===== config.mk =====
export PLATFORM = sky130hd
export DESIGN_NAME = adc_back_flat
export DESIGN_NICKNAME = d
export VERILOG_FILES = /design/src/hw/rtl/adc_pkg.sv /design/src/hw/rtl/adc_if.sv /design/src/hw/rtl/adc_back.sv /design/src/flat_wrapper.sv
export SDC_FILE = /design/constraint.sdc
export NUM_CORES = 1
export LEC_CHECK = 0
export ABC_AREA = 1
export BUFFER_PORTS_ARGS = -buffer_cell sky130_fd_sc_hd__buf_2
export CAP_MARGIN = 10
export CORE_UTILIZATION = 40
export DETAILED_ROUTE_END_ITERATION = 16
export SYNTH_ARGS = -nofsm -noshare
export SYNTH_HDL_FRONTEND = slang
export SYNTH_SLANG_ARGS = --single-unit

===== constraint.sdc =====
create_clock -name clk -period 10.7 [get_ports clk]
set_input_delay 2.675 -clock clk [delete_from_list [all_inputs] [get_ports clk]]
set_output_delay 2.675 -clock clk [all_outputs]
set_load 0.1 [all_outputs]

===== src/hw/rtl/adc_pkg.sv =====
// Shared constants, types and helper functions of the disc coverage block.
`timescale 1ns / 1ps
`default_nettype none

package adc_pkg;

  // fixed-point format of centre and radius
  localparam int FRAC_BITS = 4;
  localparam int ONE_FX    = 1 << FRAC_BITS;
  localparam int HALF_FX   = 1 << (FRAC_BITS - 1);
  localparam int REG_W     = 12;

  // configuration port
  localparam int CFG_INDEX_W = 2;

  typedef enum logic [CFG_INDEX_W-1:0] {
    REG_CENTER_X = 2'd0,
    REG_CENTER_Y = 2'd1,
    REG_RADIUS   = 2'd2
  } cfg_reg_t;

  // defaults handed to the top level
  localparam int COORD_BITS_DEFAULT  = 8;
  localparam int QUEUE_DEPTH_DEFAULT = 4;

  // scale = (1024 << FRAC_BITS) / span with span = 4 * ONE_FX * r, i.e. 256 / r
  localparam int SCALE_W        = 9;
  localparam int SCALE_IDX_W    = $clog2(SCALE_W);
  localparam int SCALE_DIVIDEND = (1024 << FRAC_BITS) / (4 * ONE_FX);
  localparam int OUTER_W        = REG_W + 1;
  localparam int OUTER_SQ_W     = 2 * OUTER_W;
  // (r+16)^2 * floor(256/r) peaks at 73984 over the radii with a non-zero scale
  localparam int SOS_W          = 17;

  // coverage level
  localparam int LEVEL_SHIFT = 8 + FRAC_BITS;
  localparam int LEVEL_ONE   = 1 << LEVEL_SHIFT;
  localparam int LEVEL_FULL  = 3 << LEVEL_SHIFT;

  localparam logic [7:0] PIXEL_FULL  = 8'hFF;
  localparam logic [7:0] PIXEL_BLEND = 8'hC0;

  typedef struct packed {
    logic [SCALE_W-1:0] factor;
    logic [SOS_W-1:0]   outer_sq;
    logic               busy;
  } scale_t;

  typedef enum logic [1:0] {
    SC_IDLE,
    SC_DIVIDE,
    SC_SQUARE,
    SC_SCALE
  } scale_state_t;

  // signed width of a centre offset 16*p + 8 - c
  function automatic int dx_width(input int coord_bits);
    return ((coord_bits + FRAC_BITS > REG_W) ? coord_bits + FRAC_BITS : REG_W) + 1;
  endfunction

  // queue word: x, y, draw flag, dx, dy
  function automatic int word_width(input int coord_bits);
    return 2 * coord_bits + 1 + 2 * dx_width(coord_bits);
  endfunction

endpackage

`default_nettype wire


===== src/hw/rtl/adc_if.sv =====
// Valid/ready channel interfaces for pixel words and result words.
`timescale 1ns / 1ps
`default_nettype none


interface adc_result_if #(
  parameter int COORD_BITS = adc_pkg::COORD_BITS_DEFAULT
) ();
  logic                  valid;
  logic                  ready;
  logic [COORD_BITS-1:0] out_x;
  logic [COORD_BITS-1:0] out_y;
  logic                  write_enable;
  logic [7:0]            pixel_value;

  modport source (output valid, output out_x, output out_y, output write_enable,
                  output pixel_value, input ready);
  modport sink   (input valid, input out_x, input out_y, input write_enable,
                  input pixel_value, output ready);
endinterface

`default_nettype wire


===== src/hw/rtl/adc_back.sv =====
// Coverage pipeline: squares, distance sum, scaling, level and output register.
`timescale 1ns / 1ps
`default_nettype none

module adc_back #(
  parameter int COORD_BITS = adc_pkg::COORD_BITS_DEFAULT,
  parameter int WORD_W     = adc_pkg::word_width(adc_pkg::COORD_BITS_DEFAULT)
) (
  input  wire logic              clk,
  input  wire logic              rst,
  input  wire logic [WORD_W-1:0] head,
  input  wire logic              head_valid,
  output logic                   pop,
  input  wire adc_pkg::scale_t   scale,
  adc_result_if.source           result_out
);
  import adc_pkg::*;

  localparam int DX_W   = dx_width(COORD_BITS);
  localparam int SQ_W   = 2 * (DX_W - 1);
  localparam int DS_W   = SQ_W + 1;
  localparam int PROD_W = DS_W + SCALE_W;
  localparam int DIFF_W = PROD_W + 1;

  // head word layout
  localparam int DY_LO = 0;
  localparam int DX_LO = DX_W;
  localparam int DR_B  = 2 * DX_W;
  localparam int Y_LO  = DR_B + 1;
  localparam int X_LO  = Y_LO + COORD_BITS;

  logic advance;
  logic v1, v2, v3, v4;

  logic signed [DX_W-1:0]   h_dx, h_dy;
  logic signed [2*DX_W-1:0] dx_prod, dy_prod;

  logic [COORD_BITS-1:0] x1, y1, x2, y2, x3, y3, x4, y4;
  logic                  d1, d2, d3;
  logic [SQ_W-1:0]       dxsq, dysq;
  logic [DS_W-1:0]       ds;
  logic [PROD_W-1:0]     prod;

  logic signed [DIFF_W-1:0] diff;
  logic [DIFF_W-2:0]        mag;
  logic [1:0]               level;
  logic                     we_next, we;
  logic [7:0]               value_next, value;

  assign h_dx    = $signed(head[DX_LO +: DX_W]);
  assign h_dy    = $signed(head[DY_LO +: DX_W]);
  assign dx_prod = h_dx * h_dx;
  assign dy_prod = h_dy * h_dy;

  // hold the whole pipeline while the output word waits
  assign advance = !v4 || result_out.ready;
  assign pop     = advance && head_valid;

  always_comb begin
    diff  = $signed({1'b0, PROD_W'(scale.outer_sq)}) - $signed({1'b0, prod});
    mag   = diff[DIFF_W-2:0];
    level = mag[LEVEL_SHIFT +: 2];
    we_next = d3 && !diff[DIFF_W-1] && (mag >= (DIFF_W-1)'(LEVEL_ONE));
    if (!we_next) begin
      value_next = '0;
    end else if (mag >= (DIFF_W-1)'(LEVEL_FULL)) begin
      value_next = PIXEL_FULL;
    end else begin
      value_next = PIXEL_BLEND | {2'b00, level, level, level};
    end
  end

  always_ff @(posedge clk) begin
    if (rst) begin
      v1 <= 1'b0;
      v2 <= 1'b0;
      v3 <= 1'b0;
      v4 <= 1'b0;
    end else if (advance) begin
      v1 <= head_valid;
      v2 <= v1;
      v3 <= v2;
      v4 <= v3;
    end
  end

  always_ff @(posedge clk) begin
    if (advance) begin
      x1    <= head[X_LO +: COORD_BITS];
      y1    <= head[Y_LO +: COORD_BITS];
      d1    <= head[DR_B];
      dxsq  <= dx_prod[SQ_W-1:0];
      dysq  <= dy_prod[SQ_W-1:0];

      x2    <= x1;
      y2    <= y1;
      d2    <= d1;
      ds    <= DS_W'(dxsq) + DS_W'(dysq);

      x3    <= x2;
      y3    <= y2;
      d3    <= d2;
      prod  <= ds * scale.factor;

      x4    <= x3;
      y4    <= y3;
      we    <= we_next;
      value <= value_next;
    end
  end

  assign result_out.valid        = v4;
  assign result_out.out_x        = x4;
  assign result_out.out_y        = y4;
  assign result_out.write_enable = we;
  assign result_out.pixel_value  = value;

endmodule

`default_nettype wire


===== src/flat_wrapper.sv =====
// flat-port wrapper written by rule: the top's interface ports become plain ports
module adc_back_flat import adc_pkg::*;
#(
  parameter int COORD_BITS = adc_pkg::COORD_BITS_DEFAULT,
  parameter int WORD_W     = adc_pkg::word_width(adc_pkg::COORD_BITS_DEFAULT)
)
  (clk, rst, head, head_valid, pop, scale, result_out_valid, result_out_out_x, result_out_out_y, result_out_write_enable, result_out_pixel_value, result_out_ready);
  adc_result_if #(.COORD_BITS(COORD_BITS)) result_out_i ();
  input  wire logic clk;
  input  wire logic rst;
  input  wire logic [WORD_W-1:0] head;
  input  wire logic head_valid;
  output logic pop;
  input  wire adc_pkg::scale_t scale;
  output wire logic [$bits(result_out_i.valid)-1:0] result_out_valid;
  output wire logic [$bits(result_out_i.out_x)-1:0] result_out_out_x;
  output wire logic [$bits(result_out_i.out_y)-1:0] result_out_out_y;
  output wire logic [$bits(result_out_i.write_enable)-1:0] result_out_write_enable;
  output wire logic [$bits(result_out_i.pixel_value)-1:0] result_out_pixel_value;
  input wire logic [$bits(result_out_i.ready)-1:0] result_out_ready;
  assign result_out_valid = result_out_i.valid;
  assign result_out_out_x = result_out_i.out_x;
  assign result_out_out_y = result_out_i.out_y;
  assign result_out_write_enable = result_out_i.write_enable;
  assign result_out_pixel_value = result_out_i.pixel_value;
  assign result_out_i.ready = result_out_ready;
  adc_back #(.COORD_BITS(COORD_BITS), .WORD_W(WORD_W)) u_core (.clk(clk), .rst(rst), .head(head), .head_valid(head_valid), .pop(pop), .scale(scale), .result_out(result_out_i));
endmodule

==> impl_metrics.toml, run 1 <==
[clock_tree]
cts_made_buffers = 17
postCtsSetupBuffers = 0
cts_tree = "built"
clockBufferDepth = 2
cts_max_level = 4
cts.clk_slew.worst_paths_ns = 0.07
clkSinkCount = 180
ctsHoldBuffers = 0
cts-resized-gates = 0
clkLatencyLatePin_ns = 0.48
cts_root_buf = "clkbuf_16"

[timing]
period_share_pct = 72.22
final_max_slew_viol_count = 0
max_freq_mhz = 129.4
clock-skew-final_ns = 0.01766
tightest_slew_ns = 0.9311
finalSetupViolCount = 0
slew-limit-headroom_pct = 37.93
tns_ns = 0
rsz0062_at_grt = "false"
fin_crit_ns = 7.727
finalHoldViolations = 0

[detailed_routing]
vias = 18110
first_iter_violations = 796
wire_per_inst_um = 13.50
drtPass1Iterations = 5
ant_nets = 0
viasPerCell = 4.645
drt-total-wl_um = 52640
drcViolationCount = 0

[floorplan]
rows = 93
die_y_um = 258.0
core_area_sq_um = 64580
dieArea_sq_um = 66560
start_util_pct = 40.59
die_w_um = 258.0
pin_count = 101

[logic_synthesis]
synth_seq_cells = 180
syn_area_sq_um = 26210
seq_area_frac_synth_pct = 20.47
yosysWarnings = 0
syn_inst = 2998
synth_area_per_cell_sq_um = 8.744
mappedNetlistNets = 3729
synth.distinct_cells = 43

[cells_and_area]
drive_gt1_share_pct = 5.355
fillCellCount = 6453
layout.nets = 3762
layout_common_cells = "inv_1 (825), nand2_1 (666), fa_1 (424), ha_1 (233), edfxtp_1 (176)"
n_antenna_cell = 0
synthToLayoutAreaGrowth_pct = 6.973
layout_commonest_cell = "inv_1"

[grt]
grt_pass1_vias = 19260
gr-total-overflow = 0
antenna_found_initial = 0
grt.total_usage_pct = 17.01
grt_max_degree = 107
grt_pass1_wl_um = 91140

[critical_path]
cp.required_ns = 10.92
critPathMaxFanout = 15
arrival_ns = 7.95
cp-end-kind = "flop"
worstSetupPathType = "primary input to flop"
worstSetupStartpointType = "primary input"

[flow_run]
drv_cap = 0

[outcome]
status = "completed"

[placed_design]
gp_congestion = 0.8576
dpl.hpwl_um = 43680
port_buffers = 99

[hold_path]
hp-class = "flop to flop"
-- cell type report --
type | count | area (sq um) | share of cell area, %
Inverter | 829 | 3117 | 11.11
Clock inverter | 15 | 166.4 | 0.5934
Sequential cell | 180 | 5365 | 19.13
Timing Repair Buffer | 100 | 503.0 | 1.794
Clock buffer | 17 | 425.4 | 1.517
Multi-Input combinational cell | 1903 | 17400 | 62.03
Tap cell | 855 | 1070 | 3.815
-- registers in the layout (all words and copies together) (netlist names), 23 cells and up --
name and flops:
u_core.prod 34, u_core.ds 25, u_core.dxsq 23, u_core.dysq 23
-- metrics by stage --
step | hold WS [ns] | util [%] | worst slack, ns | area, sq um | cells
after floorplan | 0.4003 | - | 0.7690 | 26210 | 2998
after global placement | 0.4003 | 42.51 | 2.482 | 27450 | 3867
after detailed placement | 0.4045 | 42.51 | 2.459 | 27450 | 3867
after CTS | 0.4157 | 43.42 | 2.990 | 28040 | 3899
after global routing | 0.4233 | 43.42 | 2.724 | 28040 | 3899
final | 0.4178 | 43.42 | 2.973 | 28040 | 3899
-- critical path, cell delays in order --
cell	delay [ns]
buf_2	0.23
nand2_1	0.16
inv_1	0.07
fa_1	0.51
inv_1	0.06
fa_1	0.53
inv_1	0.06
fa_1	0.50
inv_1	0.05
fa_1	0.48
inv_1	0.06
fa_1	0.47
ha_1	0.31
ha_1	0.36
nand2_1	0.11
nand3_1	0.11
a21oi_1	0.22
o21bai_1	0.09
a21oi_1	0.26
o21ai_1	0.15
a21boi_1	0.23
o21ai_1	0.10
xor2_1	0.15
-- layer usage --
metal  routed length [um]  GRT usage (%)  up-vias
li1                     -              -     8993
met1                22510          20.36     8835
met2                27920          32.12      235
met3                 1438          2.012       46
met4                  765          4.126        0
met5                    0              0        -
-- synth_stat cells (all sizes together) --
library cell  number  share of area, %
a31oi              2             0.048
xor2              80               2.7
a211oi             1             0.029
o21a               2             0.057
buf                5              0.14
o21bai            11              0.32
nor3              21              0.42
clkinv             1             0.014
o31ai              4              0.11
o221ai             1             0.033
clkbuf            81               1.2
fa               424                32
or2                3             0.072
ha               233                11
edfxtp           176                20
and2               3             0.072
nor4               2             0.048
a21boi             6              0.17
dfxtp              4              0.31
o211ai             3             0.086
nand4             25              0.60
a21oi            112               2.2
nand3             64               1.3
nand3b             1             0.029
xnor2             51               1.7
o21ai             52               1.0
a31o               4              0.13
nor2             112               1.7
nand2            672               9.7
and3               2             0.048
a21o              10              0.29
inv              828                12
o2111ai            2             0.067
-- cell families after synthesis --
kind of cell | Yosys count | share of synthesized area (%)
AO/OA/AOI/OAI | 210 | 4.530
adder cells (fa/ha/maj) | 657 | 43.50
flip-flops | 180 | 20.47
XOR/XNOR | 131 | 4.377
AND/OR/NAND/NOR | 905 | 13.95
buffers and inverters | 915 | 13.17
-- final timing paths --
kind | start | end | slack [ns] | depth (start not counted)
setup / recovery | head[6] | u_core.dysq[19]$_DFFE_PN_ | 2.97 | 23
hold reg to reg | u_core.x2[4]$_DFFE_PN_ | u_core.x3[4]$_DFFE_PN_ | 0.42 | 0
setup reg to reg | u_core.ds[23]$_DFFE_PN_ | u_core.prod[32]$_DFFE_PN_ | 5.78 | 16
hold / removal | u_core.x2[4]$_DFFE_PN_ | u_core.x3[4]$_DFFE_PN_ | 0.42 | 0
Power of run 1 is left out: the tool's default activity adds up to more than one toggle a clock period on the data nets, which glitch-free logic cannot reach.
==> run 2, diff against run 1 <==
- clock period: 10.7 -> 6.7 ns (I/O delays scaled with it)
==> impl_metrics.toml, run 2 (same netlist as run 1, synthesis figures left out) <==
[cells_and_area]
layout.nets = 3911
layout_commonest_cell = "inv_1"
fin_cells = 4048
layout_common_cells = "inv_1 (825), nand2_1 (666), fa_1 (423), ha_1 (233), edfxtp_1 (176)"
fin_util_pct = 45.27
top_register = "u_core.prod"
synthToLayoutAreaGrowth_pct = 11.54
reg_top3 = "u_core.prod: 34 flops, u_core.ds: 25 flops"
drive_gt1_share_pct = 9.959
largest_reg_flops = 34
n_antenna_cell = 0

[timing]
slew-limit-headroom_pct = 37.56
tightest_slew_ns = 0.9366
fin_crit_ns = 6.321
tns_ns = 0
final_max_slew_viol_count = 0
finalHoldViolations = 0
period_share_pct = 94.34
max_freq_mhz = 158.2
clock-skew-final_ns = 0.01488
finalSetupViolCount = 0
rsz0062_at_grt = "false"

[critical_path]
worstSetupPathType = "primary input to flop"
crit_top_cell = "inv_1"
crit_buf_inv = 7
crit_family = "adder cells"
cp.required_ns = 6.92
critical_path.cell_chain = "buf_2 > nand2_1 > inv_1 > fa_1 > inv_1 > fa_2 > buf_4 > fa_1 > inv_1 > fa_1 > inv_1 > fa_1 > inv_1 > ha_1 > ha_1 > a21oi_1 > o21ai_0 > a21oi_1 > o21ai_0 > xor2_1"
cp_slowest_cell = "fa_1"
worstSetupPathDepth = 20
cp-end-kind = "flop"
critPathMaxFanout = 15
slowest_delay_ns = 0.57
worstRegToRegCells = 16
worstSetupStartpointType = "primary input"
arrival_ns = 6.54

[hold_path]
hold_path_depth = 0
hp-class = "flop to flop"

[placed_design]
dpl.cell_count = 4016
port_buffers = 99
gp_congestion = 0.8769
dpl.hpwl_um = 45980

[floorplan]
start_util_pct = 40.59
core_area_sq_um = 64580
rows = 93
dieArea_sq_um = 66560
die_y_um = 258.0
die_w_um = 258.0
pin_count = 101

[clock_tree]
clockBufferDepth = 2
clkLatencyLatePin_ns = 0.49
cts_made_buffers = 17
cts_root_buf = "clkbuf_16"
cts.clk_slew.worst_paths_ns = 0.08
cts_tree = "built"
cts_max_level = 4
ctsHoldBuffers = 0
clkSinkCount = 180
postCtsSetupBuffers = 0
cts-resized-gates = 0

[grt]
grt_max_degree = 75
grt_pass1_vias = 20290
grt_pass1_wl_um = 94880
gr-total-overflow = 0
grt.total_usage_pct = 17.67
antenna_found_initial = 1

[outcome]
status = "completed"

[detailed_routing]
ant_nets = 0
first_iter_violations = 828
drcViolationCount = 0
wire_per_inst_um = 13.40
drtPass1Iterations = 5
vias = 18580
drt-total-wl_um = 54230
viasPerCell = 4.589

[flow_run]
drv_cap = 0
run 2: per-stage QoR:
step                      cell area [sq um]  hold WS (ns)  setup slack, ns
final                                 29240        0.4186           0.3791
after global placement                28620        0.4001          -0.1219
after floorplan                       26240        0.4003         -0.05867
after global routing                  29240        0.4204          0.06564
after detailed placement              28620        0.4045          -0.1270
after CTS                             29240        0.4198           0.3915
run 2: final timing paths:
| check | startpoint | to | slack [ns] |
|---|---|---|---|
| max | head[25] | u_core.dxsq[21]$_DFFE_PN_ | 0.38 |
| min | u_core.y2[6]$_DFFE_PN_ | u_core.y3[6]$_DFFE_PN_ | 0.42 |
| max reg2reg | u_core.ds[22]$_DFFE_PN_ | u_core.prod[32]$_DFFE_PN_ | 1.83 |
| min reg2reg | u_core.y2[6]$_DFFE_PN_ | u_core.y3[6]$_DFFE_PN_ | 0.42 |
run 2: layout make-up:
type                            instances  area (sq um)
Clock inverter                         15         190.2
Fill cell                            6375         35340
Clock buffer                           17         425.4
Timing Repair Buffer                  249          1659
Inverter                              829          3115
Multi-Input combinational cell       1903         17410
Tap cell                              855          1070
Sequential cell                       180          5365
run 2: metal layers:
layer	vias up	track usage, %	share of wire [%]
met4	2	5.802	2.3
met1	9033	20.60	43
met3	63	2.562	2.9
met5	-	0	0.024
li1	9276	-	-
met2	203	32.96	52
Power of run 2 is left out for the same reason.
==> run 3, diff against run 2 <==
- CELL_PAD_IN_SITES_DETAIL_PLACEMENT: not set -> 1
- CELL_PAD_IN_SITES_GLOBAL_PLACEMENT: not set -> 1
- CTS_BUF_LIST: not set -> sky130_fd_sc_hd__clkbuf_16
- PLACE_DENSITY_LB_ADDON: not set -> 0.1
==> impl_metrics.toml, run 3 (same netlist as run 1, synthesis figures left out) <==
[outcome]
status = "completed"

[detailed_routing]
viasPerCell = 4.759
drt-total-wl_um = 64530
drcViolationCount = 0
drtPass1Iterations = 4
ant_nets = 0
first_iter_violations = 637
vias = 19310
wire_per_inst_um = 15.90

[cells_and_area]
reg_top3 = "u_core.prod: 34 flops, u_core.ds: 25 flops"
n_antenna_cell = 0
layout.nets = 3921
final_cell_area_sq_um = 29330
drive_gt1_share_pct = 10.24
largest_reg_flops = 34
top_register = "u_core.prod"
layout_commonest_cell = "inv_1"
fin_cells = 4058
synthToLayoutAreaGrowth_pct = 11.90
layout_common_cells = "inv_1 (825), nand2_1 (666), fa_1 (423), ha_1 (233), edfxtp_1 (176)"

[timing]
fin_crit_ns = 6.379
max_freq_mhz = 156.8
timing.final.ws_setup_ns = 0.3209
period_share_pct = 95.21
slew-limit-headroom_pct = 34.71
finalSetupViolCount = 0
finalHoldViolations = 0
tns_ns = 0
tightest_slew_ns = 0.9793
final_max_slew_viol_count = 0
rsz0062_at_grt = "false"
clock-skew-final_ns = 0.01148

[critical_path]
crit_buf_inv = 5
worstSetupPathType = "primary input to flop"
crit_top_cell = "nand2_1"
slowest_delay_ns = 0.57
worstRegToRegCells = 19
cp_slowest_cell = "fa_1"
cp-end-kind = "flop"
worstSetupStartpointType = "primary input"
crit_family = "adder cells"
arrival_ns = 6.59
critical_path.cell_chain = "buf_2 > buf_4 > nand2_1 > inv_1 > fa_1 > inv_1 > fa_1 > inv_1 > fa_1 > ha_1 > fa_1 > ha_1 > ha_1 > a21oi_1 > nand2_1 > nand2_1 > nand2_1 > a21oi_1 > o21ai_2 > a21boi_1 > o21ai_0 > nand2_1 > nand2_1 > xor2_1"
cp.required_ns = 6.91
critPathMaxFanout = 8
worstSetupPathDepth = 24

[floorplan]
pin_count = 101
dieArea_sq_um = 66560
core_area_sq_um = 64580
die_w_um = 258.0
rows = 93
die_y_um = 258.0
start_util_pct = 40.59

[placed_design]
dp_slack_ns = -0.2230
dpl.cell_count = 4026
dpl.hpwl_um = 55570
gp_congestion = 0.8619
port_buffers = 99
place_area_sq_um = 28720

[grt]
grt_pass1_vias = 22440
grt_pass1_wl_um = 108300
grt_max_degree = 179
grt.total_usage_pct = 20.45
antenna_found_initial = 0
gr-total-overflow = 0

[clock_tree]
cts_max_level = 4
cts-resized-gates = 0
cts.clk_slew.worst_paths_ns = 0.08
clockBufferDepth = 2
ctsHoldBuffers = 0
cts_made_buffers = 17
clkSinkCount = 180
cts_tree = "built"
clkLatencyLatePin_ns = 0.48
postCtsSetupBuffers = 0
cts_root_buf = "clkbuf_16"

[hold_path]
hp-class = "flop to flop"
hold_path_depth = 0

[flow_run]
drv_cap = 0
-- run 3: changes by cell type in the layout (fill, tap and decap cells not counted) --
| cell | delta |
|---|---|
| buf_4 | +8 |
| clkinv_4 | +1 |
| inv_8 | -2 |
| clkinv_8 | -1 |
| inv_12 | -1 |
| bufinv_16 | +1 |
| buf_12 | +2 |
| clkinvlp_4 | +1 |
| clkinv_2 | +1 |
-- run 3: final timing paths --
kind,start,to,slack (ns)
max,head[19],u_core.dxsq[18]$_DFFE_PN_,0.32
min,u_core.y2[7]$_DFFE_PN_,u_core.y3[7]$_DFFE_PN_,0.42
max reg2reg,u_core.ds[14]$_DFFE_PN_,u_core.prod[31]$_DFFE_PN_,1.64
min reg2reg,u_core.y2[7]$_DFFE_PN_,u_core.y3[7]$_DFFE_PN_,0.42
-- run 3: routing by layer --
metal	track usage [%]	part of all wire [%]	up-vias
li1	-	-	9287
met1	22.11	40	9762
met2	40.94	56	186
met3	2.385	1.9	79
met4	5.999	2.3	0
met5	0	0	-
-- run 3: area by class of cell --
type / count / area (sq um)
timing repair buffer: 259 / 1759
sequential: 180 / 5365
clock inverter: 15 / 186.4
tap: 855 / 1070
fill: 7653 / 35250
inverter: 829 / 3115
clock buffer: 17 / 425.4
multi-input combinational: 1903 / 17410
-- run 3: stage by stage --
step	hold slack [ns]	utilization [%]
after floorplan	0.4003	-
after global placement	0.4006	44.48
final	0.4202	45.42
after CTS	0.4143	45.42
after global routing	0.4269	45.42
after detailed placement	0.4061	44.48
Power of run 3 is left out for the same reason.
